File: config.mk
export PLATFORM = sky130hd
export DESIGN_NAME = ppac_mult
export DESIGN_NICKNAME = d
export VERILOG_FILES = /design/src/hdl/ppac_pkg.sv /design/src/hdl/ppac_mult.sv
export SDC_FILE = /design/constraint.sdc
export NUM_CORES = 2
export LEC_CHECK = 0
export ABC_AREA = 1
export BUFFER_PORTS_ARGS = -buffer_cell sky130_fd_sc_hd__buf_2
export CAP_MARGIN = 10
export CELL_PAD_IN_SITES_DETAIL_PLACEMENT = 2
export CELL_PAD_IN_SITES_GLOBAL_PLACEMENT = 2
export CORE_MARGIN = 2
export CORE_UTILIZATION = 41
export DETAILED_ROUTE_END_ITERATION = 7
export PLACE_DENSITY_LB_ADDON = 0.15
export SETUP_SLACK_MARGIN = 0.1
export SYNTH_ARGS = -nofsm -noshare
export SYNTH_HDL_FRONTEND = slang
export SYNTH_SLANG_ARGS = --single-unit
File: constraint.sdc
create_clock -name clk -period 9.7 [get_ports clk]
set_input_delay 0 -clock clk [delete_from_list [all_inputs] [get_ports clk]]
set_output_delay 0 -clock clk [all_outputs]
set_load 0.005 [all_outputs]
File: src/hdl/ppac_pkg.sv
package ppac_pkg;

    // request function codes
    localparam logic [2:0] FUNC_TICK   = 3'd0;
    localparam logic [2:0] FUNC_UP     = 3'd1;
    localparam logic [2:0] FUNC_DOWN   = 3'd2;
    localparam logic [2:0] FUNC_DRIVE  = 3'd3;
    localparam logic [2:0] FUNC_TARGET = 3'd4;
    localparam logic [2:0] FUNC_STOP   = 3'd5;

    // motor direction codes
    localparam logic [1:0] DIR_RELEASE  = 2'd0;
    localparam logic [1:0] DIR_FORWARD  = 2'd1;
    localparam logic [1:0] DIR_BACKWARD = 2'd2;

    // configuration register indexes
    localparam logic [2:0] CFG_GAIN_P    = 3'd0;
    localparam logic [2:0] CFG_GAIN_I    = 3'd1;
    localparam logic [2:0] CFG_GAIN_D    = 3'd2;
    localparam logic [2:0] CFG_INT_LIMIT = 3'd3;
    localparam logic [2:0] CFG_DEADZONE  = 3'd4;
    localparam logic [2:0] CFG_REVERSE   = 3'd5;

    localparam int CFG_INDEX_W = 3;
    localparam int CFG_DATA_W  = 31;

    // three products of up to 49 bits summed
    localparam int SUM_W = 51;

    localparam logic [15:0]        AT_TARGET_DRIVE = 16'(65535 / 50);
    localparam logic signed [31:0] AT_TARGET_ERROR = 32'sd10;

    typedef struct packed {
        logic [2:0]         func;
        logic signed [31:0] value;
    } req_t;

    typedef struct packed {
        logic signed [16:0] drive_signed;
        logic [15:0]        drive_magnitude;
        logic [1:0]         direction;
        logic signed [31:0] position_count;
        logic               at_target;
        logic               position_mode;
    } rsp_t;

    typedef struct packed {
        logic signed [15:0] gain_p;
        logic signed [15:0] gain_i;
        logic signed [15:0] gain_d;
        logic [30:0]        integral_limit;
        logic [15:0]        deadzone;
        logic               reverse;
    } cfg_t;

    // after the state update
    typedef struct packed {
        logic               tick;
        logic               drive_write;
        logic signed [31:0] drive_value;
        logic signed [31:0] error;
        logic signed [32:0] diff;
        logic signed [31:0] integral;
        logic               mode;
        logic [31:0]        position;
    } track_t;

    // after the multipliers
    typedef struct packed {
        logic               drive_write;
        logic signed [47:0] prod_p;
        logic signed [47:0] prod_i;
        logic signed [48:0] prod_d;
        logic signed [31:0] error;
        logic               mode;
        logic [31:0]        position;
    } prod_t;

endpackage

File: src/hdl/ppac_mult.sv
module ppac_mult (
    input  logic                clk,
    input  logic                load,
    input  ppac_pkg::track_t    track,
    input  ppac_pkg::cfg_t      cfg,
    output ppac_pkg::prod_t     prod
);

    ppac_pkg::prod_t prod_reg;
    ppac_pkg::prod_t prod_next;

    always_comb
    begin
        prod_next.drive_write = track.drive_write;
        prod_next.error       = track.error;
        prod_next.mode        = track.mode;
        prod_next.position    = track.position;
        if (track.tick)
        begin
            prod_next.prod_p = 48'(cfg.gain_p) * 48'(track.error);
            prod_next.prod_i = 48'(cfg.gain_i) * 48'(track.integral);
            prod_next.prod_d = 49'(cfg.gain_d) * 49'(track.diff);
        end
        else
        begin
            // a written drive value rides the proportional lane
            prod_next.prod_p = 48'(track.drive_value);
            prod_next.prod_i = '0;
            prod_next.prod_d = '0;
        end
    end

    always_ff @(posedge clk)
    begin
        if (load)
        begin
            prod_reg <= prod_next;
        end
    end

    assign prod = prod_reg;

endmodule

Yosys cells after proc, flatten, opt, wreduce, memory -nomap -nowiden

Cells that the tools add are included.

Flip-flop bits (word level): 211
Input bits: 262
Output and inout bits: 211
Logic and storage cells: 11

$mul: 3
Muxes and demuxes: 1

Operator list:

| cell                         | number |
|---|---|
| 2-to-1 mux 145 bit           | 1 |
| multiplier 16 x 32 -> 48 bit | 2 |
| multiplier 16 x 33 -> 49 bit | 1 |

Longest topological paths before layout

Depth in word-level cells: 2
Gate-level depth with buffers: 30
Mapped depth without buffers: 28

Worst setup path after synthesis

No wires, ideal clock.

Path kind: input-to-reg
From: input port cfg[54] (netlist bit)
To: register prod_reg, in the netlist prod[105], data pin
Library setup time: 0.253 ns
Arrival: 5.079 ns
Required time: 9.447 ns
Path slack: 4.368 ns
Stages on the path: 22
Buffers on the path: 2
Cells stage by stage: clkbuf_1 -> clkbuf_1 -> nand2_1 -> fa_1 -> inv_1 -> fa_1 -> inv_1 -> fa_1 -> fa_1 -> inv_1 -> fa_1 -> fa_1 -> ha_1 -> nand2_1 -> nor2_1 -> nand2_1 -> nor3_1 -> nand3b_1 -> nand3_1 -> nand2_1 -> nand2_1 -> nor2_1

Word-level cells in the longest chain between the ends: 1

RTL lines:

| item                         | line            | source |
|---|---|---|
| from (decl)                  | ppac_mult.sv:5  | `input ppac_pkg::cfg_t cfg,` |
| multiplier 16 x 33 -> 49 bit | ppac_mult.sv:22 | `prod_next.prod_d = 49'(cfg.gain_d) * 49'(track.diff);` |
| to (signal assigned)         | ppac_mult.sv:37 | `prod_reg <= prod_next;` |
| to (decl)                    | ppac_mult.sv:9  | `ppac_pkg::prod_t prod_reg;` |

Every way passes these cells.
A chain may end at the register's enable or synchronous reset.

==> results.yml <==
run_status:
  outcome: "completed"
logic_synthesis:
  synth-seq-area-share_pct: 9.525
  ys_types: 40
  synth_most_common_cell: "inv_1"
  synth_top_cell_area_share_pct: 44.30
  avgSynthCellArea_sq_um: 7.659
  syn_area_sq_mm: 0.06652
  syn_inst: 8686
  synth-main-ff-cell: "edfxtp_1"
  synth_nets: 10760
  yosysTopAreaCell: "fa_1"
  synth_seq_cells: 211
  ys.warnings.count: 0
  ys_top_cells_by_count: "inv_1, nand2_1, fa_1"
  synth-edff-count: 211
  async_reset_ff_share_pct: 0
  synth_area_leaders: "fa_1, inv_1, nand2_1"
floorplanning:
  die_w_um: 406.8
  dieHeight_um: 406.8
  pin_count: 473
  num_rows: 147
  die_area_sq_mm: 0.1655
  core_area_sq_mm: 0.1609
  start_util_pct: 41.34
grt:
  grt_pass1_vias: 69340
  grt_pass1_wl_um: 404800
  grt_usage_pct: 32.42
  grt_max_degree: 71
  antenna_found_initial: 20
  grt_overflow_total: 0
route:
  drt-initial-drc-count: 2583
  vias: 56890
  routedWlPerCell_um: 23.59
  drtPass1Iterations: 5
  wl_um: 262100
  viasPerCell: 5.121
  route.antenna.remaining_nets: 0
  drcViolationCount: 0
layout:
  largest_reg_flops: 211
  drive_above_1_share_pct: 6.802
  post-route-util_pct: 44.92
  fillers: 18730
  fin_nets: 10990
  synthToLayoutAreaGrowth_pct: 8.667
timing:
  max_clock_freq_mhz: 157.1
  worst_pin_slew_ps: 1083
  fin_tns_setup_ps: 0
  slew_headroom_pct: 27.79
  setup-violations-final: 0
  min_period_over_period_pct: 65.63
  finalHoldViolations: 0
  slew_viol_final: 0
  final.min_clock_period_ps: 6366
  rsz0062_at_grt: "false"
setup_path:
  path_common_cell: "fa_1"
  crit_chain: "dlygate4sd3_1 > buf_2 > nand2_1 > fa_1 > inv_1 > fa_1 > fa_1 > fa_1 > fa_1 > inv_1 > fa_1 > inv_1 > ha_1 > nand2_1 > nor2_1 > inv_1 > nor3_1 > nand3b_1 > nand3_1 > nand2_1 > nand3_1 > nand2_1"
  slowest_stage: "fa_1"
  cp_data_arrival_time_ps: 6770
  critPathLaunchType: "primary input"
  crit_path_end_kind: "register"
  required_ps: 10100
  slowest_delay_ps: 670
  crit_start: "track[115]"
  cp_max_fo: 17
  worstSetupPathType: "in -> reg"
cts:
  cts_tree: "done"
  clock_sinks: 211
  root_buffer: "clkbuf_16"
  cts_buffers: 30
  path_clk_slew_ps: 60
  clock_tree.buffer_depth: 3
  cts_setup_buffers: 0
  h-tree-depth: 1
min_path:
  hold_class: "in -> reg"
  hold_path_startpoint: "track[161]"
place:
  place_hpwl_um: 209600
  routabilityCongestion: 0.8895
  io_buffers: 424
run:
  maxCapViolCount: 0
## cell type report
class	instances	area, sq um	area share, %
Antenna cell	10	25.02	0.03462
Clock buffer	35	790.8	1.094
Clock inverter	20	230.2	0.3185
Inverter	2775	10420	14.41
Multi-Input combinational cell	5350	48460	67.03
Sequential cell	211	6336	8.765
Tap cell	2160	2703	3.739
Timing Repair Buffer	548	3333	4.611
## metrics by stage
stage / std cells / hold slack, ps / cell area [sq um] / setup slack, ps
floorplan: 8686 / 98.87 / 66520 / 4368
global placement: 10940 / 176.5 / 70170 / 3196
detailed placement: 10940 / 178.3 / 70170 / 2909
CTS: 11100 / 0.04730 / 72260 / 3572
global route: 11100 / 40.46 / 72270 / 3150
finish: 11110 / 23.24 / 72290 / 3334
## cells in the final DEF, fill, tap and decap left out, types with 3 or more instances in the layout
master,instances
nor2_4,7
buf_4,18
diode_2,10
o21a_1,13
a21oi_1,172
o21ai_0,67
a21o_1,7
a31oi_1,5
nand3_2,5
nor3_2,3
nand2_1,2514
nor3_1,25
inv_2,13
dlygate4sd3_1,107
clkbuf_16,31
nand2_2,22
clkinvlp_4,4
nand3b_1,10
nand3_1,165
fa_1,1472
o21bai_1,28
a21oi_2,5
buf_2,422
inv_1,2758
inv_6,3
nor2_1,345
clkbuf_1,4
bufinv_16,4
ha_1,344
a21boi_2,4
nor2_2,31
xnor2_1,22
nand4_1,30
clkinv_1,8
xor2_1,7
or2_2,24
o21ai_1,9
or2_1,4
edfxtp_1,211
## worst max-delay path: cells and delay by family
| family | cells | cell delay [ps] |
|---|---|---|
| and+or+nand+nor | 9 | 1710 |
| adders and majority gates | 7 | 3670 |
| buffers and inverters | 6 | 1360 |
## what timing repair did
action | CTS | global route
hold endpoints to repair | 158 | 0
hold buffers | 107 | 0
resized for setup | 0 | 0
endpoints found under the setup margin | 0 | 0
## cells by family after synthesis
kind of cell,share of synthesized area [%]
and+or+nand+nor,19.02
buffers and inverters,17.64
adders and majority gates,50.77
AOI/OAI and AO/OA,2.671
DFF,9.525
xor gates and xnor gates,0.3818
## final timing paths
kind | endpoint | slack (ps) | cells after the start
max | prod[199] | 3330 | 22
min | prod[205] | 20 | 3
## layer usage
| layer | global-route usage (%) | vias to the layer above | share of wire [%] |
|---|---|---|---|
| li1 | - | 24660 | - |
| met1 | 38.15 | 30020 | 39 |
| met2 | 59.32 | 1607 | 52 |
| met3 | 3.874 | 594 | 4.7 |
| met4 | 13.72 | 10 | 4.7 |
| met5 | 0 | - | 0.023 |
Power is left out: the tool's default activity adds up to more than one toggle a clock period on the data nets, which glitch-free logic cannot reach.
