==> src/hdl/ppac_pkg.sv <==
package ppac_pkg;

    // request function codes
    localparam logic [2:0] FUNC_TICK   = 3'd0;
    localparam logic [2:0] FUNC_UP     = 3'd1;
    localparam logic [2:0] FUNC_DOWN   = 3'd2;
    localparam logic [2:0] FUNC_DRIVE  = 3'd3;
    localparam logic [2:0] FUNC_TARGET = 3'd4;
    localparam logic [2:0] FUNC_STOP   = 3'd5;

    // motor direction codes
    localparam logic [1:0] DIR_RELEASE  = 2'd0;
    localparam logic [1:0] DIR_FORWARD  = 2'd1;
    localparam logic [1:0] DIR_BACKWARD = 2'd2;

    // configuration register indexes
    localparam logic [2:0] CFG_GAIN_P    = 3'd0;
    localparam logic [2:0] CFG_GAIN_I    = 3'd1;
    localparam logic [2:0] CFG_GAIN_D    = 3'd2;
    localparam logic [2:0] CFG_INT_LIMIT = 3'd3;
    localparam logic [2:0] CFG_DEADZONE  = 3'd4;
    localparam logic [2:0] CFG_REVERSE   = 3'd5;

    localparam int CFG_INDEX_W = 3;
    localparam int CFG_DATA_W  = 31;

    // three products of up to 49 bits summed
    localparam int SUM_W = 51;

    localparam logic [15:0]        AT_TARGET_DRIVE = 16'(65535 / 50);
    localparam logic signed [31:0] AT_TARGET_ERROR = 32'sd10;

    typedef struct packed {
        logic [2:0]         func;
        logic signed [31:0] value;
    } req_t;

    typedef struct packed {
        logic signed [16:0] drive_signed;
        logic [15:0]        drive_magnitude;
        logic [1:0]         direction;
        logic signed [31:0] position_count;
        logic               at_target;
        logic               position_mode;
    } rsp_t;

    typedef struct packed {
        logic signed [15:0] gain_p;
        logic signed [15:0] gain_i;
        logic signed [15:0] gain_d;
        logic [30:0]        integral_limit;
        logic [15:0]        deadzone;
        logic               reverse;
    } cfg_t;

    // after the state update
    typedef struct packed {
        logic               tick;
        logic               drive_write;
        logic signed [31:0] drive_value;
        logic signed [31:0] error;
        logic signed [32:0] diff;
        logic signed [31:0] integral;
        logic               mode;
        logic [31:0]        position;
    } track_t;

    // after the multipliers
    typedef struct packed {
        logic               drive_write;
        logic signed [47:0] prod_p;
        logic signed [47:0] prod_i;
        logic signed [48:0] prod_d;
        logic signed [31:0] error;
        logic               mode;
        logic [31:0]        position;
    } prod_t;

endpackage

==> src/hdl/ppac_track.sv <==
module ppac_track #(
    parameter int POSITION_WIDTH = 32
) (
    input  logic                clk,
    input  logic                rst_n,
    input  logic                load,
    input  logic                step,
    input  ppac_pkg::req_t      req,
    input  ppac_pkg::cfg_t      cfg,
    output ppac_pkg::track_t    stage
);

    localparam int DIFF_W = (POSITION_WIDTH > 32 ? POSITION_WIDTH : 32) + 1;
    localparam logic signed [DIFF_W-1:0] ERR_MAX = DIFF_W'(32'sh7fff_ffff);
    localparam logic signed [DIFF_W-1:0] ERR_MIN = -ERR_MAX - DIFF_W'(1);
    localparam logic signed [32:0]       INT_MIN = -33'sh0_7fff_ffff - 33'sd1;

    ppac_pkg::req_t             req_reg;
    ppac_pkg::track_t           stage_reg;
    ppac_pkg::track_t           stage_next;

    logic [POSITION_WIDTH-1:0]  position_reg, position_next;
    logic signed [31:0]         target_reg, target_next;
    logic                       mode_reg, mode_next;
    logic signed [31:0]         error_reg, error_next;
    logic signed [31:0]         error_before_reg, error_before_next;
    logic signed [31:0]         integral_reg, integral_next;

    logic signed [DIFF_W-1:0]   err_wide;
    logic signed [31:0]         error_tick;
    logic signed [32:0]         diff_tick;
    logic signed [32:0]         isum;
    logic signed [31:0]         integral_tick;
    logic                       is_tick;

    always_comb
    begin
        err_wide = DIFF_W'(target_reg) - DIFF_W'($signed(position_reg));
        if (err_wide > ERR_MAX)
        begin
            error_tick = 32'(ERR_MAX);
        end
        else if (err_wide < ERR_MIN)
        begin
            error_tick = 32'(ERR_MIN);
        end
        else
        begin
            error_tick = 32'(err_wide);
        end

        diff_tick = 33'(error_tick) - 33'(error_before_reg);

        // floor at the register range, ceiling at the configured limit
        isum = 33'(integral_reg) + 33'(error_tick);
        if (isum < INT_MIN)
        begin
            integral_tick = 32'(INT_MIN);
        end
        else if (isum > $signed({2'b00, cfg.integral_limit}))
        begin
            integral_tick = $signed({1'b0, cfg.integral_limit});
        end
        else
        begin
            integral_tick = 32'(isum);
        end
    end

    always_comb
    begin
        position_next     = position_reg;
        target_next       = target_reg;
        mode_next         = mode_reg;
        error_next        = error_reg;
        error_before_next = error_before_reg;
        integral_next     = integral_reg;
        is_tick           = 1'b0;
        case (req_reg.func)
            ppac_pkg::FUNC_TICK:
            begin
                if (mode_reg)
                begin
                    is_tick           = 1'b1;
                    error_next        = error_tick;
                    error_before_next = error_tick;
                    integral_next     = integral_tick;
                end
            end
            ppac_pkg::FUNC_UP:
            begin
                position_next = position_reg + POSITION_WIDTH'(1);
            end
            ppac_pkg::FUNC_DOWN:
            begin
                position_next = position_reg - POSITION_WIDTH'(1);
            end
            ppac_pkg::FUNC_DRIVE:
            begin
                mode_next = 1'b0;
            end
            ppac_pkg::FUNC_TARGET:
            begin
                if (!mode_reg)
                begin
                    error_next        = '0;
                    error_before_next = '0;
                    integral_next     = '0;
                    mode_next         = 1'b1;
                end
                target_next = req_reg.value;
            end
            ppac_pkg::FUNC_STOP:
            begin
                mode_next = 1'b0;
            end
            default:
            begin
            end
        endcase
    end

    always_comb
    begin
        stage_next.tick        = is_tick;
        stage_next.drive_write = is_tick || (req_reg.func == ppac_pkg::FUNC_DRIVE)
                                 || (req_reg.func == ppac_pkg::FUNC_STOP);
        stage_next.drive_value = (req_reg.func == ppac_pkg::FUNC_DRIVE) ? req_reg.value : '0;
        stage_next.error       = error_next;
        stage_next.diff        = diff_tick;
        stage_next.integral    = integral_next;
        stage_next.mode        = mode_next;
        stage_next.position    = 32'(position_next);
    end

    always_ff @(posedge clk)
    begin
        if (load)
        begin
            req_reg <= req;
        end
        if (step)
        begin
            stage_reg <= stage_next;
        end
    end

    always_ff @(posedge clk or negedge rst_n)
    begin
        if (!rst_n)
        begin
            position_reg     <= '0;
            target_reg       <= '0;
            mode_reg         <= 1'b0;
            error_reg        <= '0;
            error_before_reg <= '0;
            integral_reg     <= '0;
        end
        else if (step)
        begin
            position_reg     <= position_next;
            target_reg       <= target_next;
            mode_reg         <= mode_next;
            error_reg        <= error_next;
            error_before_reg <= error_before_next;
            integral_reg     <= integral_next;
        end
    end

    assign stage = stage_reg;

endmodule

==> config.mk <==
export PLATFORM = sky130hd
export DESIGN_NAME = ppac_track
export DESIGN_NICKNAME = d
export VERILOG_FILES = /design/src/hdl/ppac_pkg.sv /design/src/hdl/ppac_track.sv
export SDC_FILE = /design/constraint.sdc
export NUM_CORES = 1
export LEC_CHECK = 0
export ABC_CLOCK_PERIOD_IN_PS = 10200
export BUFFER_PORTS_ARGS = -buffer_cell sky130_fd_sc_hd__clkbuf_2
export CORE_MARGIN = 1
export CORE_UTILIZATION = 28
export DETAILED_ROUTE_END_ITERATION = 7
export HOLD_SLACK_MARGIN = 0.08
export SLEW_MARGIN = 25
export SYNTH_ARGS = -nofsm -noshare
export SYNTH_HDL_FRONTEND = slang
export SYNTH_SLANG_ARGS = --single-unit
==> constraint.sdc <==
create_clock -name clk -period 10.2 [get_ports clk]
set_clock_uncertainty 0.2 [all_clocks]
set_input_delay 3.06 -clock clk [delete_from_list [all_inputs] [get_ports clk]]
set_output_delay 3.06 -clock clk [all_outputs]
set_load 0.01 [all_outputs]
# After elaboration in Yosys (flattened, before gate mapping)
# Cells that the tools add are included.
# Widths: inputs -> output; s select.
# op_classes
addsub	5
eq_ne	7
reduce_logical	7
order_cmp	4
n_mux	17
# ops
cell	n
$mux 32	10
$pmux 32 s2	4
$lt 33x32->1 const B	2
$sub 32x32->33	2
$add 32x32->33	1
$gt 33x32->1	1
$gt 33x32->1 const B	1
$add 32x1->32 const B	1
$sub 32x1->32 const B	1
$eq 3x2->1 const B	2
$eq 3x3->1 const B	2
$ne 2x2->1 const B	2
$reduce_and 4->1	1
$eq 3x1->1 const B	1
$logic_not 3->1	1
$logic_or 1x1->1	2
$mux 1	2
$pmux 1 s2	1
$reduce_and 2->1	1
$reduce_bool 2->1	1
$reduce_or 2->1	1
# totals
input_bits	135
ff_bits	360

# Logic depth before layout (Yosys ltp)
# depth
depth_word	10
ltp_mapped	35
mapped_depth_nobuf	33

# Worst setup path after synthesis
# Ideal clock, no wire load.
# synth_path
path_type	reg2reg
startpoint	register position_reg[0]
endpoint	register stage_reg (netlist bit stage[62]) (data pin)
arrival_ps	6925
stages_incl_launch_ff	34
setup_time_ps	270
slack_ps	2806
path_buffers	2
required_time_ps	9730
cell_sequence	dfrtp_1 ha_1 fa_1 nand2b_1 a21oi_1 a211oi_1 a211oi_1 nor4_1 or3b_4 a2bb2oi_4 clkbuf_1 o21ai_0 ha_1 inv_1 fa_1 nand2b_1 a21oi_1 o21ai_2 o21ai_0 a31oi_1 o21ai_0 a21oi_1 xnor2_1 ha_1 nand4_1 or4_1 a211oi_1 nor3_1 a2111oi_0 o21ai_1 a21oi_4 buf_6 mux2i_1 o21ai_0
# synth_via
elab_chain_cells	10
# synth_lines
element	line	text
start, declared	ppac_track.sv:22	logic [POSITION_WIDTH-1:0] position_reg, position_next;
start signal, assigned	ppac_track.sv:161	position_reg <= position_next;
$sub 32x32->33 *	ppac_track.sv:38	err_wide = DIFF_W'(target_reg) - DIFF_W'($signed(position_reg));
$lt 33x32->1	ppac_track.sv:43	else if (err_wide < ERR_MIN)
$mux 32	ppac_track.sv:43	
$mux 32 *	ppac_track.sv:39	if (err_wide > ERR_MAX)
$add 32x32->33 *	ppac_track.sv:55	isum = 33'(integral_reg) + 33'(error_tick);
$gt 33x32->1	ppac_track.sv:60	else if (isum > $signed({2'b00, cfg.integral_limit}))
$mux 32	ppac_track.sv:60	
$mux 32 *	ppac_track.sv:56	if (isum < INT_MIN)
$mux 32 *	ppac_track.sv:82	if (mode_reg)
$pmux 32 s2 *	ppac_track.sv:79	case (req_reg.func)
net integral_next[29]	ppac_track.sv:27	logic signed [31:0] integral_reg, integral_next;
end signal, assigned	ppac_track.sv:144	stage_reg <= stage_next;
end, declared	ppac_track.sv:19	ppac_pkg::track_t stage_reg;
# Mark *: on every way through the listed nets, which the timed path passes. The rest lies on a longest branch.
# A chain may end at the register's enable or synchronous reset.

# Worst setup path after layout
# layout_path
startpoint	register position_reg[0]
endpoint	register stage_reg (netlist bit stage[35]) (data pin)
# Same word-level chain as after synthesis.

==> impl_summary.md <==
Status
The run finished with clean final reports.

Logic synthesis
The gate count after technology mapping is 2,033. The cell area that synthesis handed to floorplanning was approximately 21,000 sq um. The share of synthesized area occupied by flip-flops and latches is a little under half. The number of enable-type register cells in the synthesized netlist is 199. The fraction of post-synthesis cell area in the top cell type by area is 28.2%. sky130_fd_sc_hd__edfxtp_1 takes more of the synthesized area than any other cell. In the synthesized netlist the dominant register cell turns out to be sky130_fd_sc_hd__edfxtp_1. The mean post-synth cell area is 10.4 sq um. The number of distinct library cells after synthesis is 85. In the post-synthesis netlist, the biggest area contributors are sky130_fd_sc_hd__edfxtp_1 28%, sky130_fd_sc_hd__dfrtp_1 19%, sky130_fd_sc_hd__ha_1 9.3%. The commonest cells after synthesis are 199 x sky130_fd_sc_hd__edfxtp_1, 176 x sky130_fd_sc_hd__nand2_1, 161 x sky130_fd_sc_hd__dfrtp_1, 161 x sky130_fd_sc_hd__o21ai_0, 158 x sky130_fd_sc_hd__ha_1. The number of nets handed over by synthesis was 2,330. For this run, asynchronously set or reset flops after synthesis account for 44.7%. The cell with the most instances after synthesis is sky130_fd_sc_hd__edfxtp_1. For this run, the number of Yosys warnings is 0. The flip-flop and latch count after synthesis is 360.

CTS
The clock tree root buffer cell is sky130_fd_sc_hd__clkbuf_16. In this run, post-CTS hold repair placed 0 buffers. The number of buffers created by CTS is 44. The TritonCTS clock tree is done. The H-tree was split into 2 levels.

The clock network latency to the later pin of the worst-skew pair is 0.59 ns. The number of gates resized after CTS was 0. For this design, the sink count on the clock tree is 360.

Once the clock tree was built, the setup fixing pass inserted 0 buffers. Clock-pin slew was measured on the worst setup and hold paths at 0.06 ns. The clock passes through at most 3 buffers.

Placement
Buffers placed on the I/O ports in this run total 233. The post-DP HPWL is 44.5 mm. The routability-driven placement congestion ratio is 0.911. The placed instances occupy a cell area of 23,400 sq um.

Layout
The number of inserted diodes is 0. For this run, the post-layout net count is 2,546. The layout cell share with drive strength beyond 1 is 18.5%. The utilization after layout is between 30% and 40%. The finished cells cover 24,800 sq um. The flip-flop count of the largest register, all copies and words added is 164.

The area added between synthesis and finish is 17.0%.

Global routing
The wire length of the first global-routing pass is roughly 91 mm. The largest net degree at the start of global routing is 116. The residual overflow from global routing is 0. The number of antenna violations at the first check in global routing came to 1. The via count of the first global-routing pass is 15,200.

The overall track demand over capacity in global routing is 15.3%.

Worst setup path
The startpoint of the worst setup timing path is position_reg[0]. The worst setup slack for register-to-register paths is 0.90 ns. The data arrival time of the worst path is about 9.4 ns. Of all nets on the critical path, the largest fanout is 31. The largest single stage delay on the critical path is between 0.6 and 0.7 ns.

The critical path class is register to register. The required time reported for the critical path endpoint is just over 10 ns. STA classifies the critical path startpoint as a register. The reg-to-reg critical path startpoint is position_reg[0]. The nature of the critical path endpoint is a register. In this design, the critical path's most frequently occurring cell is sky130_fd_sc_hd__o21ai_0. Among all stages on the critical path, the largest delay is contributed by sky130_fd_sc_hd__or4_1.

Floorplanning
The number of placement rows is 100. Pin placement for this block handled 299 I/O pins. The y dimension of the die is 277 microns. After floorplanning, the core was sized to cover 74,700 sq um.

The floorplan step defined a die boundary enclosing roughly 77,000 sq um. The starting utilization of the core area is between 20% and 30%. The die is ~280 microns wide.

Flow run
Across the run, the number of max-cap violations was 0.

Route
The remaining design rule violation count is 0. Once detail routing completed, the nets flagged for antenna violations numbered 0. The number of DRC markers after the initial detailed-route iteration is 1,248. For this block, the via count after detailed routing is around 16,000.

Dividing the detail-routed wire length by the instance count gives 18.3 microns. Dividing the detail-routed via count by the number of cells gives 4.89. The first TritonRoute pass finished after 7 iterations. The aggregate routed wire length is 59.6 mm.

Worst hold path
The path class of the tightest hold or removal check is register to register. The hold path startpoint is error_before_reg[10].

Timing
The summed negative setup slack over all endpoints is 0 ns. Setup violations remaining at the end of the flow were counted as 0. After layout, the worst path uses 91.2% of the clock period.

Setup repair after global routing left no endpoint under its margin. The measured slew at the worst slew-check pin is between 0.9 and 1 ns. The final count of hold timing violations is 0. The clock period minus final worst setup slack is 9.30 ns.

Based on the critical path, the design can be clocked at up to 0.108 GHz. The final number of max-transition violations is 0. In this run the tightest slew margin relative to its limit is 38.2%.
final timing paths:
kind                                              to  cells after the start
worst max-delay path                       stage[35]                     32
worst min-delay path            error_before_reg[10]                      1
worst max register to register             stage[35]                     32
worst min register to register  error_before_reg[10]                      1
max in group asynchronous            integral_reg[1]                      2
min in group asynchronous           position_reg[28]                      1
routing by layer:
metal	vias up	GRT usage (%)	part of all wire [%]
li1	7869	-	-
met1	7548	21.9	48
met2	414	23.7	44
met3	67	2.71	5.9
met4	0	4.03	2.0
met5	-	0	0
area by class of cell:
type,count,area (sq um)
clock buffer,55,1190
fill,7584,49900
inverter,134,503
timing repair buffer,251,1350
multi-input combinational,1458,10300
tap,969,1210
sequential,360,10000
clock inverter,27,233
worst max-delay path: cells and delay by family, from the launching register on:
kind | cells | cell delay (ns)
compound gates | 16 | 4.13
mux | 2 | 0.51
buf+inv | 2 | 0.30
xor+xnor | 1 | 0.16
fa+ha+maj | 5 | 1.68
simple gates | 6 | 1.45
flops | 1 | 0.46
kinds of logic (layout without fill, tap and decap cells):
| family | Yosys count | in the layout | synth area share (%) |
|---|---|---|---|
| compound gates | 653 | 653 | 19.7 |
| simple gates | 444 | 444 | 10.1 |
| flops | 360 | 360 | 47.1 |
| buf+inv | 215 | 467 | 4.30 |
| fa+ha+maj | 162 | 162 | 9.69 |
| xor+xnor | 111 | 111 | 4.62 |
| mux | 88 | 88 | 4.47 |
per-stage QoR:
stage / setup slack [ns] / cells / hold slack [ns]
after global routing: 0.174 / 3254 / 0.293
after global placement: 0.957 / 3172 / 0.259
after detailed placement: 0.871 / 3172 / 0.265
after floorplan: 2.81 / 2033 / 0.243
final: 0.903 / 3254 / 0.275
after CTS: 0.821 / 3254 / 0.279
placed cells by master, fill, tap and decap left out, drive strengths merged, types with 35 or more instances in the layout:
master	synthesis	final
clkbuf	61	287
xnor2	76	76
nor2	69	69
and2	44	44
a21oi	147	147
inv	133	137
ha	158	158
a21o	103	103
xor2	35	35
edfxtp	199	199
nand2	176	176
dfrtp	161	161
o21ai	252	252
mux2i	36	36
mux2	52	52
Power is not shown: default switching activity piles up to over one toggle a cycle in this logic, so the estimate is an artifact.
