$ cat src/hdl/ppac_pkg.sv
package ppac_pkg;

    // request function codes
    localparam logic [2:0] FUNC_TICK   = 3'd0;
    localparam logic [2:0] FUNC_UP     = 3'd1;
    localparam logic [2:0] FUNC_DOWN   = 3'd2;
    localparam logic [2:0] FUNC_DRIVE  = 3'd3;
    localparam logic [2:0] FUNC_TARGET = 3'd4;
    localparam logic [2:0] FUNC_STOP   = 3'd5;

    // motor direction codes
    localparam logic [1:0] DIR_RELEASE  = 2'd0;
    localparam logic [1:0] DIR_FORWARD  = 2'd1;
    localparam logic [1:0] DIR_BACKWARD = 2'd2;

    // configuration register indexes
    localparam logic [2:0] CFG_GAIN_P    = 3'd0;
    localparam logic [2:0] CFG_GAIN_I    = 3'd1;
    localparam logic [2:0] CFG_GAIN_D    = 3'd2;
    localparam logic [2:0] CFG_INT_LIMIT = 3'd3;
    localparam logic [2:0] CFG_DEADZONE  = 3'd4;
    localparam logic [2:0] CFG_REVERSE   = 3'd5;

    localparam int CFG_INDEX_W = 3;
    localparam int CFG_DATA_W  = 31;

    // three products of up to 49 bits summed
    localparam int SUM_W = 51;

    localparam logic [15:0]        AT_TARGET_DRIVE = 16'(65535 / 50);
    localparam logic signed [31:0] AT_TARGET_ERROR = 32'sd10;

    typedef struct packed {
        logic [2:0]         func;
        logic signed [31:0] value;
    } req_t;

    typedef struct packed {
        logic signed [16:0] drive_signed;
        logic [15:0]        drive_magnitude;
        logic [1:0]         direction;
        logic signed [31:0] position_count;
        logic               at_target;
        logic               position_mode;
    } rsp_t;

    typedef struct packed {
        logic signed [15:0] gain_p;
        logic signed [15:0] gain_i;
        logic signed [15:0] gain_d;
        logic [30:0]        integral_limit;
        logic [15:0]        deadzone;
        logic               reverse;
    } cfg_t;

    // after the state update
    typedef struct packed {
        logic               tick;
        logic               drive_write;
        logic signed [31:0] drive_value;
        logic signed [31:0] error;
        logic signed [32:0] diff;
        logic signed [31:0] integral;
        logic               mode;
        logic [31:0]        position;
    } track_t;

    // after the multipliers
    typedef struct packed {
        logic               drive_write;
        logic signed [47:0] prod_p;
        logic signed [47:0] prod_i;
        logic signed [48:0] prod_d;
        logic signed [31:0] error;
        logic               mode;
        logic [31:0]        position;
    } prod_t;

endpackage

$ cat src/hdl/ppac_drive.sv
module ppac_drive #(
    parameter int DRIVE_MAX = 65535
) (
    input  logic                clk,
    input  logic                rst_n,
    input  logic                load,
    input  ppac_pkg::prod_t     prod,
    input  ppac_pkg::cfg_t      cfg,
    output ppac_pkg::rsp_t      rsp
);

    localparam logic signed [ppac_pkg::SUM_W-1:0] LIMIT = ppac_pkg::SUM_W'(DRIVE_MAX);

    logic signed [ppac_pkg::SUM_W-1:0] sum;
    logic signed [16:0]                clipped;
    logic [16:0]                       clip_mag;
    logic signed [16:0]                shaped;
    logic signed [16:0]                drive_reg, drive_next;
    logic [16:0]                       drive_mag;
    ppac_pkg::rsp_t                    rsp_reg, rsp_next;

    always_comb
    begin
        sum = ppac_pkg::SUM_W'(prod.prod_p) + ppac_pkg::SUM_W'(prod.prod_i)
              + ppac_pkg::SUM_W'(prod.prod_d);
        if (sum > LIMIT)
        begin
            clipped = 17'(LIMIT);
        end
        else if (sum < -LIMIT)
        begin
            clipped = 17'(-LIMIT);
        end
        else
        begin
            clipped = 17'(sum);
        end
        clip_mag = clipped[16] ? 17'(-clipped) : 17'(clipped);
        shaped   = (clip_mag <= {1'b0, cfg.deadzone}) ? '0 : clipped;

        drive_next = prod.drive_write ? shaped : drive_reg;
        drive_mag  = drive_next[16] ? 17'(-drive_next) : 17'(drive_next);

        rsp_next.drive_signed    = drive_next;
        rsp_next.drive_magnitude = drive_mag[15:0];
        if (drive_next > 17'sd0)
        begin
            rsp_next.direction = cfg.reverse ? ppac_pkg::DIR_BACKWARD : ppac_pkg::DIR_FORWARD;
        end
        else if (drive_next < 17'sd0)
        begin
            rsp_next.direction = cfg.reverse ? ppac_pkg::DIR_FORWARD : ppac_pkg::DIR_BACKWARD;
        end
        else
        begin
            rsp_next.direction = ppac_pkg::DIR_RELEASE;
        end
        rsp_next.position_count = $signed(prod.position);
        rsp_next.at_target      = (drive_mag < {1'b0, ppac_pkg::AT_TARGET_DRIVE})
                                  && (prod.error < ppac_pkg::AT_TARGET_ERROR)
                                  && (prod.error > -ppac_pkg::AT_TARGET_ERROR);
        rsp_next.position_mode  = prod.mode;
    end

    always_ff @(posedge clk or negedge rst_n)
    begin
        if (!rst_n)
        begin
            drive_reg <= '0;
        end
        else if (load)
        begin
            drive_reg <= drive_next;
        end
    end

    always_ff @(posedge clk)
    begin
        if (load)
        begin
            rsp_reg <= rsp_next;
        end
    end

    assign rsp = rsp_reg;

endmodule

$ cat config.mk
export PLATFORM = sky130hd
export DESIGN_NAME = ppac_drive
export DESIGN_NICKNAME = d
export VERILOG_FILES = /design/src/hdl/ppac_pkg.sv /design/src/hdl/ppac_drive.sv
export SDC_FILE = /design/constraint.sdc
export NUM_CORES = 1
export LEC_CHECK = 0
export ABC_AREA = 1
export BUFFER_PORTS_ARGS = -buffer_cell sky130_fd_sc_hd__clkbuf_2
export CORE_UTILIZATION = 37
export CTS_BUF_LIST = sky130_fd_sc_hd__clkbuf_8
export DETAILED_ROUTE_END_ITERATION = 8
export GPL_TIMING_DRIVEN = 0
export PLACE_DENSITY = 0.67
export SLEW_MARGIN = 10
export SYNTH_ARGS = -nofsm -noshare
export SYNTH_HDL_FRONTEND = slang
export SYNTH_SLANG_ARGS = --single-unit
$ cat constraint.sdc
create_clock -name clk -period 3.4 [get_ports clk]
set_input_delay 0.51 -clock clk [delete_from_list [all_inputs] [get_ports clk]]
set_output_delay 0.51 -clock clk [all_outputs]
set_load 0.03 [all_outputs]
# Word-level counts from Yosys, hierarchy flattened
# Index checks and enable logic that the tools add are counted.
[totals]
out_inout_bits = 69
reg_bits = 86
inputBits = 310
elab_cells = 31
[op_classes]
reduce_logical = 2
mux = 10
n_addsub = 4
n_lt_le_gt_ge = 8
[ops]
columns = ["op", "count"]
rows = [
  ["two-way mux 17 bit", 6],
  ["adder 49 x 49 -> 50 bit", 1],
  ["greater-than comparator 50 x 17 -> 1 bit (second input constant)", 1],
  ["less-than comparator 50 x 17 -> 1 bit (second input constant)", 1],
  ["adder 48 x 48 -> 49 bit", 1],
  ["negation 17 bit", 2],
  ["greater-than comparator 32 x 5 -> 1 bit (second input constant)", 1],
  ["less-than comparator 32 x 5 -> 1 bit (second input constant)", 1],
  ["greater-than comparator 17 x 1 -> 1 bit (second input constant)", 1],
  ["less-or-equal comparator 17 x 16 -> 1 bit", 1],
  ["less-than comparator 17 x 1 -> 1 bit (second input constant)", 1],
  ["less-than comparator 17 x 11 -> 1 bit (second input constant)", 1],
  ["two-way mux 2 bit", 4],
  ["logical AND 1 bit", 2],
]

# Logic depth before layout (Yosys ltp)
# Gate-level depths: netlist of run 1.
[logic_depth]
word_depth = 15
mapped_depth = 62
depth_no_buf = 60

# Least setup slack after synthesis of run 1
# No wires, ideal clock.
[synth_timing]
kind = "input -> register"
from = "input port prod[66] (netlist bit)"
to = "register rsp_reg, in the netlist rsp[1] (data pin)"
setup_time_ps = 254
cell_stages = 51
path_buffers = 2
setup_slack_ps = -3445
arrival_ps = 6591
required_ps = 3146
cell_sequence = "fa_1 ha_1 fa_1 nand3_1 nand2_1 nand2_1 nand2_2 nand2_2 nand2_1 nand2_1 nand2_1 nand2_1 nand2_1 nand2_1 nand2_4 nor2_1 nand2_1 nor2_2 [15 not listed] inv_1 nand3_1 or4_1 o21ai_0 nand2_2 buf_8 a21oi_4 ha_1 inv_1 nor2_2 nand3_2 nor2_2 nor2_1 xor2_1 inv_1 nand2_1 nand2_1 a21oi_2"
[synth_lines]
columns = ["element", "line", "text"]
rows = [
  ["start, declared", "ppac_drive.sv:7", "input ppac_pkg::prod_t prod,"],
  ["end signal, assigned", "ppac_drive.sv:81", "rsp_reg <= rsp_next;"],
  ["end, declared", "ppac_drive.sv:20", "ppac_pkg::rsp_t rsp_reg, rsp_next;"],
]

==> results.txt, run 1 <==
The routed design could run at a clock period as short as around 7 ns. In this design, the stage delay of the slowest critical-path cell is roughly 0.55 ns. The placed instance area is 12700 µm². The clock-pin transition on the worst setup and hold timing paths came out at about 0.09 ns. The largest voltage drop on the vdd net came out at between 0.3 and 0.4 mV. The tightest min-delay check is of the in -> async type. The number of top-level pins came out at 379. The share of synthesized registers carrying an async set or reset came out at 20.0%. By count the netlist is led by nand2_1 (620), inv_1 (276), nor2_1 (151). At the worst endpoint, the arrival time is ~7 ns. The fraction of synthesized cell area taken by the top area cell type is ~22%. The post-synthesis to final-layout area growth is 37.6%. Synthesis inferred 85 register bits. The total count of hold-check failures in the final report came out at 0. Averaged over all synthesized cells, the footprint is 6.47 µm². In the synthesized netlist the dominant register cell turns out to be edfxtp_1. Measured along the y axis, the die boundary spans approximately 170 µm. The final worst slack is -3.50 ns. Measured against its own limit, the worst slew margin works out to ~64%. The checks that failed: negative setup slack.

The combined global-route utilization of all metal layers is between 20% and 30%. The number of antenna violations at the first check in global routing is 1. The hold slack is between 0.08 and 0.09 ns. The critical path starts at prod[163].

The detailed-route vias per instance came out at between 4 and 5. The data required time at the worst endpoint came out at roughly 3.5 ns. The number of buffers created by CTS came out at 9. The tool flagged a number of max-cap violations equal to 0. The starting utilization of the core area came out at between 30% and 40%. The final net count came out at 2428.

Summing the sequential cell areas from Yosys gives approximately a quarter of the chip area. Yosys mapped a number of flops with a built-in enable equal to between 60 and 70. Of all nets on the critical path, the largest fanout is 6. By area the synthesized netlist is led by nand2_1 (22%), edfxtp_1 (19%), inv_1 (9.9%), fa_1 (9.5%), ha_1 (7.9%). The last weighted congestion value of the routability-driven placer is about 0.95. The die outline area is approximately 29000 µm². The gate count of the mapped netlist came out at between 1500 and 2000. Buffers placed on the I/O ports in this run total between 200 and 300. At the pin with the least slew margin, the transition time is 0.536 ns. The met3 usage in global routing is between 2 and 2.5%. Setup repair after global routing could not meet its margin everywhere. The worst setup path category is in -> reg. The tree is rooted in a clkbuf_8.

The netlist uses 48 different library cells. For this block, the routed nets add up to about 32000 µm of wire. The floorplan has 61 rows. The number of levels in the clock H-tree came out at 3. The met2 layer usage reported by global route is a little under two fifths. Counting every net in the synthesized netlist gives 2050. The core occupancy in the finished layout is roughly half. The largest net degree at the start of global routing came out at 53. The total non-filler cell area in the finished layout is approximately 14000 µm². The area of the mapped netlist came out at approximately 11000 µm². The element type at the critical path start is an input port. Dividing the detail-routed wire length by the instance count gives approximately 13 µm.

The residual antenna-violating net count after detailed routing is 0. The count of TritonRoute iterations in the first routing pass is 5. The met1 routing resource usage after global routing is between 20% and 30%. The global-route congestion overflow total is 0. The count of endpoints failing setup in the final report came out at 52. The maximum frequency from static timing analysis is between 100 and 150 MHz. The detailed router placed around 11000 vias in this run.

The via count of the first global-routing pass came to roughly 11000. Before CTS, the worst setup slack after placement is -4.43 ns. The biggest area contributor in the post-synthesis netlist is nand2_1.

The worst-case clock buffer depth is 2. The later-pin clock latency in the skew report is approximately 0.36 ns. TritonCTS built the clock tree. The post-route DRC violation count came out at 0. On the final layout, the worst clock skew is 0.00695 ns. The first global-routing pass estimated about 50000 µm of wire. The total of fill cells in the finished design is 2745. The core footprint is about 28000 µm². The most frequently used cell type in the post-synthesis netlist is nand2_1. Cells with a size suffix above 1 make up 34.8% of the layout. In this run the static leakage power is about 7.6 nW.

The number of DRC markers after the initial detailed-route iteration came out at around 600. Once detailed placement completed, the half-perimeter wirelength came to roughly 26000 µm. For this run, the number of Yosys warnings is 0. Total power for the finished layout comes to ~0.0095 W. The flow ran to the end, but the final reports show violations.

The total count of max-transition violations in the final report came out at 0. In this run the most used layer during global routing was met2. The largest individual stage delay along the critical path comes from the cell or4_4.

The ratio of total power to cell area came out at 660 nW/µm². The worst path uses 203% of the clock period. The flip-flop count of the largest register, all copies and words added came out at 68.

The width of the chip came out at between 150 and 200 µm. In this run the critical register-to-register path is launched from drive_reg[0]. The sink count of the clock tree came out at 85.

The worst setup path is captured at a register.
## cells in the final DEF (no fill, tap or decap), drive strengths merged, types with 11 or more instances in the layout
master / count
nand3b: 24
dfrtp: 17
nand3: 82
nand2: 650
nor2: 164
ha: 66
o21ai: 49
nand4: 31
xor2: 11
a21oi: 52
buf: 78
inv: 299
edfxtp: 68
fa: 50
clkbuf: 313
## power by group
group          switching (W)  total (W)  internal [W]
sequential         0.0000920    0.00161       0.00151
clock               0.000393   0.000669      0.000276
combinational        0.00449    0.00727       0.00277
## final timing paths
path | end | cells after the start | slack (ns)
min in group clk | rsp[2] | 1 | 0.32
worst max register to register | rsp[1] | 16 | 1.39
worst min register to register | drive_reg[10] | 2 | 0.49
max in group asynchronous | drive_reg[12] | 1 | 2.99
worst min-delay path | drive_reg[1] | 1 | 0.08
worst max-delay path | rsp[1] | 51 | -3.50
## timing repair
| item | 4_1_cts | 5_1_grt |
|---|---|---|
| hold endpoints to repair | 0 | 0 |
| gates cloned | 2 | 0 |
| hold buffers | 0 | 0 |
| pin swaps | 45 | 67 |
| setup buffers | 41 | 27 |
| resized for setup | 111 | 175 |
| setup endpoints to repair | 52 | 52 |
## cells by family (layout without fill, tap and decap cells)
group	count (synthesis)	in the layout	synth area share [%]
AO/OA/AOI/OAI	119	119	6.44
XOR/XNOR	14	14	1.17
adder cells (fa/ha/maj)	116	116	17.4
buffers and inverters	315	698	11.9
flip-flops	85	85	23.5
other	0	1	0
AND/OR/NAND/NOR	975	975	39.6
## metrics by stage
step | instances | setup TNS [ns]
4_1_cts | 2361 | -143.61
3_5_place_dp | 2302 | -183.79
3_3_place_gp | 2301 | -180.63
6_report | 2386 | -144.99
5_1_grt | 2386 | -161.77
2_1_floorplan | 1624 | -124.70
## layer usage
metal	vias up	wire length [µm]
li1	5819	-
met1	5220	13900
met2	299	15800
met3	57	1570
met4	0	848
met5	-	0
## layout make-up
cell class / count / area (µm²) / share of cell area [%]
multi-input combinational: 1224 / 7980 / 55.2
sequential: 85 / 2470 / 17.1
clock buffer: 9 / 124 / 0.857
inverter: 300 / 1150 / 7.93
clock inverter: 7 / 56.3 / 0.389
buffer: 15 / 131 / 0.909
timing repair buffer: 367 / 2080 / 14.4
antenna: 1 / 2.50 / 0.0173
tap: 378 / 473 / 3.27
## critical path, delay by kind of cell
| kind | cells | cell delay (ns) |
|---|---|---|
| adder cells (fa/ha/maj) | 5 | 1.56 |
| buffers and inverters | 8 | 0.92 |
| AND/OR/NAND/NOR | 33 | 3.27 |
| AO/OA/AOI/OAI | 5 | 0.73 |
Note: power is estimated with default switching activity, not from simulation.
==> inputs of run 2 (changes only) <==
--- a/config.mk
+++ b/config.mk
@@ -8,9 +8,10 @@
 export ABC_AREA = 1
 export BUFFER_PORTS_ARGS = -buffer_cell sky130_fd_sc_hd__clkbuf_2
+export CORE_MARGIN = 3
 export CORE_UTILIZATION = 37
 export CTS_BUF_LIST = sky130_fd_sc_hd__clkbuf_8
 export DETAILED_ROUTE_END_ITERATION = 8
 export GPL_TIMING_DRIVEN = 0
-export PLACE_DENSITY = 0.67
+export PLACE_DENSITY = 0.69
 export SLEW_MARGIN = 10
 export SYNTH_ARGS = -nofsm -noshare
==> constraint.sdc (replaced) <==
create_clock -name clk -period 6.2 [get_ports clk]
set_input_delay 0.62 -clock clk [delete_from_list [all_inputs] [get_ports clk]]
set_output_delay 0.62 -clock clk [all_outputs]
set_load 0.03 [all_outputs]
==> results.txt, run 2 (same netlist as run 1, synthesis figures left out) <==
The later-pin clock latency in the skew report came out at roughly 0.36 ns. Among all stages on the critical path, the largest delay is contributed by or4_4. The count of buffers added on input and output ports is around 300. The clock-pin transition on the worst setup and hold timing paths came out at approximately 0.080 ns. The width of the chip came out at between 150 and 200 µm. The most common cell after layout, fill and taps aside is nand2_1.

Once the floorplan was initialized, standard cells occupied a little under two fifths of the core. The clock tree root buffer cell is clkbuf_8. The worst-case clock buffer depth came out at 2. The routed wirelength normalized by instance count came out at between 10 and 15 µm. The fraction of final layout cells sized beyond drive strength 1 is a little over a third.

The data required time at the worst endpoint came out at 6.32 ns. The count of TritonRoute iterations in the first routing pass came out at 5. The shortest clock period the worst path allows after layout came out at a little under 7 ns. The floorplan step set the die height to 175 µm.

The number of top-level pins came out at 379. The residual antenna-violating net count after detailed routing came out at 0. The total count of hold-check failures in the final report came out at 0. The dominant cell type by count on the critical path is nand2_1. The worst setup path is of the in -> reg kind. Setup repair after global routing could not meet its margin everywhere.

The largest single stage delay on the critical path is roughly 0.5 ns. The top fanout value on the critical path came out at 4. The pre-CTS setup slack is -1.80 ns. The worst-case clock skew is 0.00748 ns.

The final net count came out at 2424. In the routed design, unresolved DRC markers number 0. The register with the most flip-flops in the layout has around 70 of them. The final sum of negative setup slack came out at -7.68 ns.

The routed wire length came out at approximately 33000 µm. For this design the ratio of total power to cell area is approximately 360 nW/µm². The hold slack is around 0.19 ns. The worst setup path is captured at a register. Overall power consumption after layout is estimated at 0.00527 W. The total count of max-transition violations in the final report is 0. The final reports fail on negative setup slack. TritonCTS built the clock tree. The via count of the first global-routing pass came out at approximately 11000. The final worst slack is -0.747 ns. The library cells used most frequently in the layout, excluding fill and tap cells, are nand2_1 (525), clkbuf_2 (297), inv_1 (252). The global-route wire length before repair came out at ~51000 µm. For this run, the top clock speed supported by timing is roughly 140 MHz. The die outline area is 30500 µm². Entering global routing, the biggest net connects 43 pins. The transition time of the tightest slew-check pin came out at around 0.55 ns. For this run the aggregate overflow at the end of global routing stands at 0. The worst slew margin relative to its limit came out at around 63%. The detailed placement HPWL came out at 26600 µm. The site row count is slightly above 60. The combined global-route utilization of all metal layers is approximately 20%. The post-synthesis to final-layout area growth is 39.2%. The number of antenna violations at the first check in global routing came to 1. Max-cap violations in this run came to 0. The leakage power summed over all cells is between 7 and 8 nW. The run finished, with violations left. At the end of routability-driven placement, the weighted congestion stood at between 0.9 and 1. The worst setup path is launched from an input port. The ratio of final minimum period to clock period is 112%. The detailed router finished its first iteration with 563 violations. The core footprint is 27900 µm². The class of the worst hold path is in -> async. The number of buffers created by CTS came out at 9. The number of levels in the clock H-tree came out at 3. The via total after detailed routing came out at around 11000. The total of hold buffers inserted after clock tree synthesis came out at 0. Measured in cells, the most critical reg-to-reg path has a length of 14. The data arrival time of the worst path is around 7 ns.

Dividing the detail-routed via count by the number of cells gives around 4.8. The largest voltage drop on the vdd net is roughly 0.21 mV. The sink count of the clock tree came out at 85.

Setup violations remaining at the end of the flow were counted as 20.
run 2: changes by cell type in the layout (fill, tap and decap cells not counted), moves of 3 or more:
cell,previous run,this run
inv_1,255,252
nand2_1,547,525
buf_4,55,49
inv_6,3,0
nor2_1,114,102
nand2_2,76,89
xor2_2,3,0
nor2_4,17,27
xor2_1,8,11
nand2_4,26,35
inv_2,32,36
nor3_2,5,2
run 2: worst paths after layout:
path | start | endpoint | slack, ns
max reg2reg | drive_reg[0] | rsp[1] | 4.15
min | rst_n | drive_reg[1] | 0.19
min reg2reg | drive_reg[6] | drive_reg[6] | 0.49
max | prod[163] | rsp[1] | -0.75
min in group clk | prod[2] | rsp[4] | 0.43
max in group asynchronous | rst_n | drive_reg[9] | 5.70
run 2: critical path, delay by kind of cell:
| family | cells | cell delay (ns) |
|---|---|---|
| adder cells (fa/ha/maj) | 5 | 1.36 |
| AND/OR/NAND/NOR | 32 | 3.47 |
| AO/OA/AOI/OAI | 6 | 0.71 |
| buffers and inverters | 7 | 0.73 |
| XOR/XNOR | 1 | 0.14 |
run 2: report_power, final:
part / internal (W) / switching, W
combinational: 0.00151 / 0.00247
clock: 0.000187 / 0.000205
sequential: 0.000831 / 0.0000547
run 2: stage by stage:
step | utilization [%] | cells | instance area (µm²)
after floorplan | - | 1624 | 10600
after global placement | 45.0 | 2301 | 12500
after detailed placement | 45.1 | 2302 | 12600
after CTS | 48.3 | 2347 | 13500
after global routing | 52.5 | 2382 | 14600
final | 52.5 | 2382 | 14600
run 2: per-layer routing:
metal  routed length (µm)  share of wire [%]  vias to the layer above  global-route usage [%]
met4                  720                2.2                        0                    5.49
met5                    0                  0                        -                       0
met1                14200                 43                     5273                    25.5
met3                 1550                4.7                       56                    2.03
met2                16300                 50                      326                    36.2
li1                     -                  -                     5816                       -
run 2: area by class of cell:
type	instances	area (µm²)
Inverter	300	1140
Sequential cell	85	2470
Timing Repair Buffer	363	2070
Clock inverter	7	73.8
Tap cell	378	473
Multi-Input combinational cell	1224	8140
Clock buffer	9	124
Buffer	15	128
Fill cell	2701	13200
Antenna cell	1	2.50
run 2: what timing repair did:
item,in CTS,in global routing
setup buffers,28,34
resized for setup,120,269
endpoints found under the setup margin,52,52
cloned,1,0
pin swaps,57,95
==> inputs of run 3 (changes only) <==
Settings changed: CAP_MARGIN set to 10, GPL_TIMING_DRIVEN 0 to not set.
==> results.txt, run 3 (same netlist as run 1, synthesis figures left out) <==
The run finished, with violations left. The final reports fail on negative setup slack. The global-route congestion overflow total is 0. The largest voltage drop on the vdd net came out at ~0.20 mV. The first routing iteration left 683 violations. The clock tree root buffer cell is clkbuf_8. The core footprint came out at between 20000 and 30000 µm². The library cell used most frequently in the layout, excluding fill and tap cells, is nand2_1. The residual antenna-violating net count after detailed routing is 0. The count of TritonRoute iterations in the first routing pass is 5. The total count of hold-check failures in the final report is 0. The total of hold buffers inserted after clock tree synthesis is 0. The min-delay analysis places its worst path in the category in -> async. The last weighted congestion value of the routability-driven placer came out at about 0.98. Setup violations remaining at the end of the flow were counted as 21.

STA classifies the critical path startpoint as an input port. In this run the tightest slew margin relative to its limit is between 40 and 50%. The post-synthesis to final-layout area growth came out at 51.6%. The global-route wire length before repair came out at about 54000 µm.

For this run, the total global-route usage over all layers was measured as between 20% and 30%. TritonCTS built the clock tree. The final net count came out at approximately 2600. For the worst setup path, the data required time is roughly 6.3 ns.

The flip-flop count of the largest register, all copies and words added is just under 70. The number of top-level pins came out at between 300 and 400. The top fanout value on the critical path is 7. In this run the critical register-to-register path is launched from drive_reg[0]. The destination of the worst register-to-register timing path is rsp[1]. The critical path's slowest cell is fa_1. The number of cells on the worst reg-to-reg path is 14. The site row count is just over 60. The fraction of final layout cells sized beyond drive strength 1 came out at between 30 and 40%.

The die covers approximately 30000 µm². The number of clock buffers added by TritonCTS is 9. Final hold analysis gives a worst-case slack of 0.178 ns. At the worst endpoint, the arrival time is roughly 7.0 ns. The final worst slack is -0.671 ns.

The sink count of the clock tree is 85. After filler insertion, the fill cell instance count of the layout stands at 2580. The worst setup path category is in -> reg. Leaving out fill and tap cells, the most frequent cells in the layout are nand2_1 (545), clkbuf_2 (297), inv_1 (260). The die height came out at around 170 µm.

Clock latency on the worst-skew pair, taken at its later pin, is 0.37 ns. The routed wirelength normalized by instance count is roughly 14 µm. The leakage power summed over all cells is ~8.6 nW. The pre-CTS setup slack came out at -1.15 ns. The detailed-route vias per instance is 4.74.

The overall power came out at 0.00588 W. The maximum frequency from static timing analysis came out at about 150 MHz. The core occupancy in the finished layout came out at 57.2%. The number of antenna violations at the first check in global routing is 1. The total area of multi-input combinational cells came out at slightly below 8000 µm². The final sum of negative setup slack is -7.95 ns. After detailed routing, the number of remaining DRC violations is 0. In this run the tool buffered the top-level ports with between 200 and 300 buffer cells. The shortest clock period the worst path allows after layout is around 6.9 ns.

The total count of max-transition violations in the final report was 0. The combined flip-flop and latch cell area came out at 2470 µm². The largest net degree at the start of global routing is 40. The number of levels in the clock H-tree came out at 3. The width of the chip came out at 175 µm. Setup repair after global routing could not meet its margin everywhere. The number of violations of the max-capacitance limit is 0.

STA classifies the critical path endpoint as a register. The ratio of final minimum period to clock period came out at 111%. The ratio of total power to cell area came out at between 300 and 400 nW/µm². The clock-pin transition on the worst setup and hold timing paths came out at approximately 0.1 ns. Counting along the longest clock path gives a buffer depth of 2. The worst-case clock skew came out at 0.0117 ns. The detailed placement HPWL is slightly below 30000 µm. The minimum setup slack among reg-to-reg paths is 4.15 ns. The routed wire length is 35300 µm. The via count of the first global-routing pass was roughly 12000. The largest stage delay on the critical path came out at between 0.5 and 0.6 ns. The initial utilization of the core area, before any placement, comes to a little under two fifths.

The transition time of the tightest slew-check pin is around 0.81 ns. The via total after detailed routing is approximately 12000.
-- run 3: cell count changes in the layout (fill, tap and decap cells not counted), sizes merged --
cell      change
clkinv        -1
buf         +204
clkinvlp      -1
clkbuf        -6
inv           +2
-- run 3: worst max path at each step --
stage	from	endpoint	slack [ns]	depth (start not counted)
final	prod[163]	rsp[1]	-0.67	48
after global routing	prod[163]	rsp[1]	-1.08	47
after CTS	prod[66]	rsp[1]	-0.54	46
after detailed placement	prod[72]	rsp[1]	-1.15	50
after global placement	prod[72]	rsp[1]	-1.10	50
after floorplan	prod[163]	rsp[1]	-0.52	51
-- run 3: report_power, final --
part | internal [W] | leakage [nW] | switching, W | total [W]
Clock | 0.000192 | 0.102 | 0.000215 | 0.000407
Sequential | 0.000832 | 0.903 | 0.0000555 | 0.000887
Combinational | 0.00201 | 7.56 | 0.00258 | 0.00459
-- run 3: routing by layer --
metal / share of wire, % / GRT usage, %
met3: 5.4 / 2.49
met5: 0 / 0
met4: 3.1 / 5.62
met2: 49 / 38.8
met1: 42 / 27.0
-- run 3: cell type report --
cell class,count,share of cell area (%)
clock buffers,9,0.778
flip-flops and latches,85,15.5
inverters,300,7.12
repair buffers,576,23.2
clock inverters,7,0.503
diodes,1,0.0157
multi-input cells,1224,49.9
well taps,378,2.97
-- run 3: what timing repair did --
action | CTS | global route
setup endpoints to repair | 46 | 52
setup buffers | 10 | 18
pin swaps | 35 | 64
gates cloned | 0 | 1
resized for setup | 132 | 142
-- run 3: worst max-delay path: cells and delay by family --
| family | cells | cell delay, ns |
|---|---|---|
| xor gates and xnor gates | 2 | 0.28 |
| AOI/OAI and AO/OA | 3 | 0.47 |
| adders and majority gates | 5 | 1.59 |
| buffers and inverters | 7 | 0.60 |
| and+or+nand+nor | 31 | 3.46 |
-- run 3: metrics by stage --
step                      std cells  instance area (µm²)
after floorplan                1624                10600
after global routing           2580                15900
after CTS                      2563                15300
final                          2580                15900
after global placement         2537                14300
after detailed placement       2537                14300
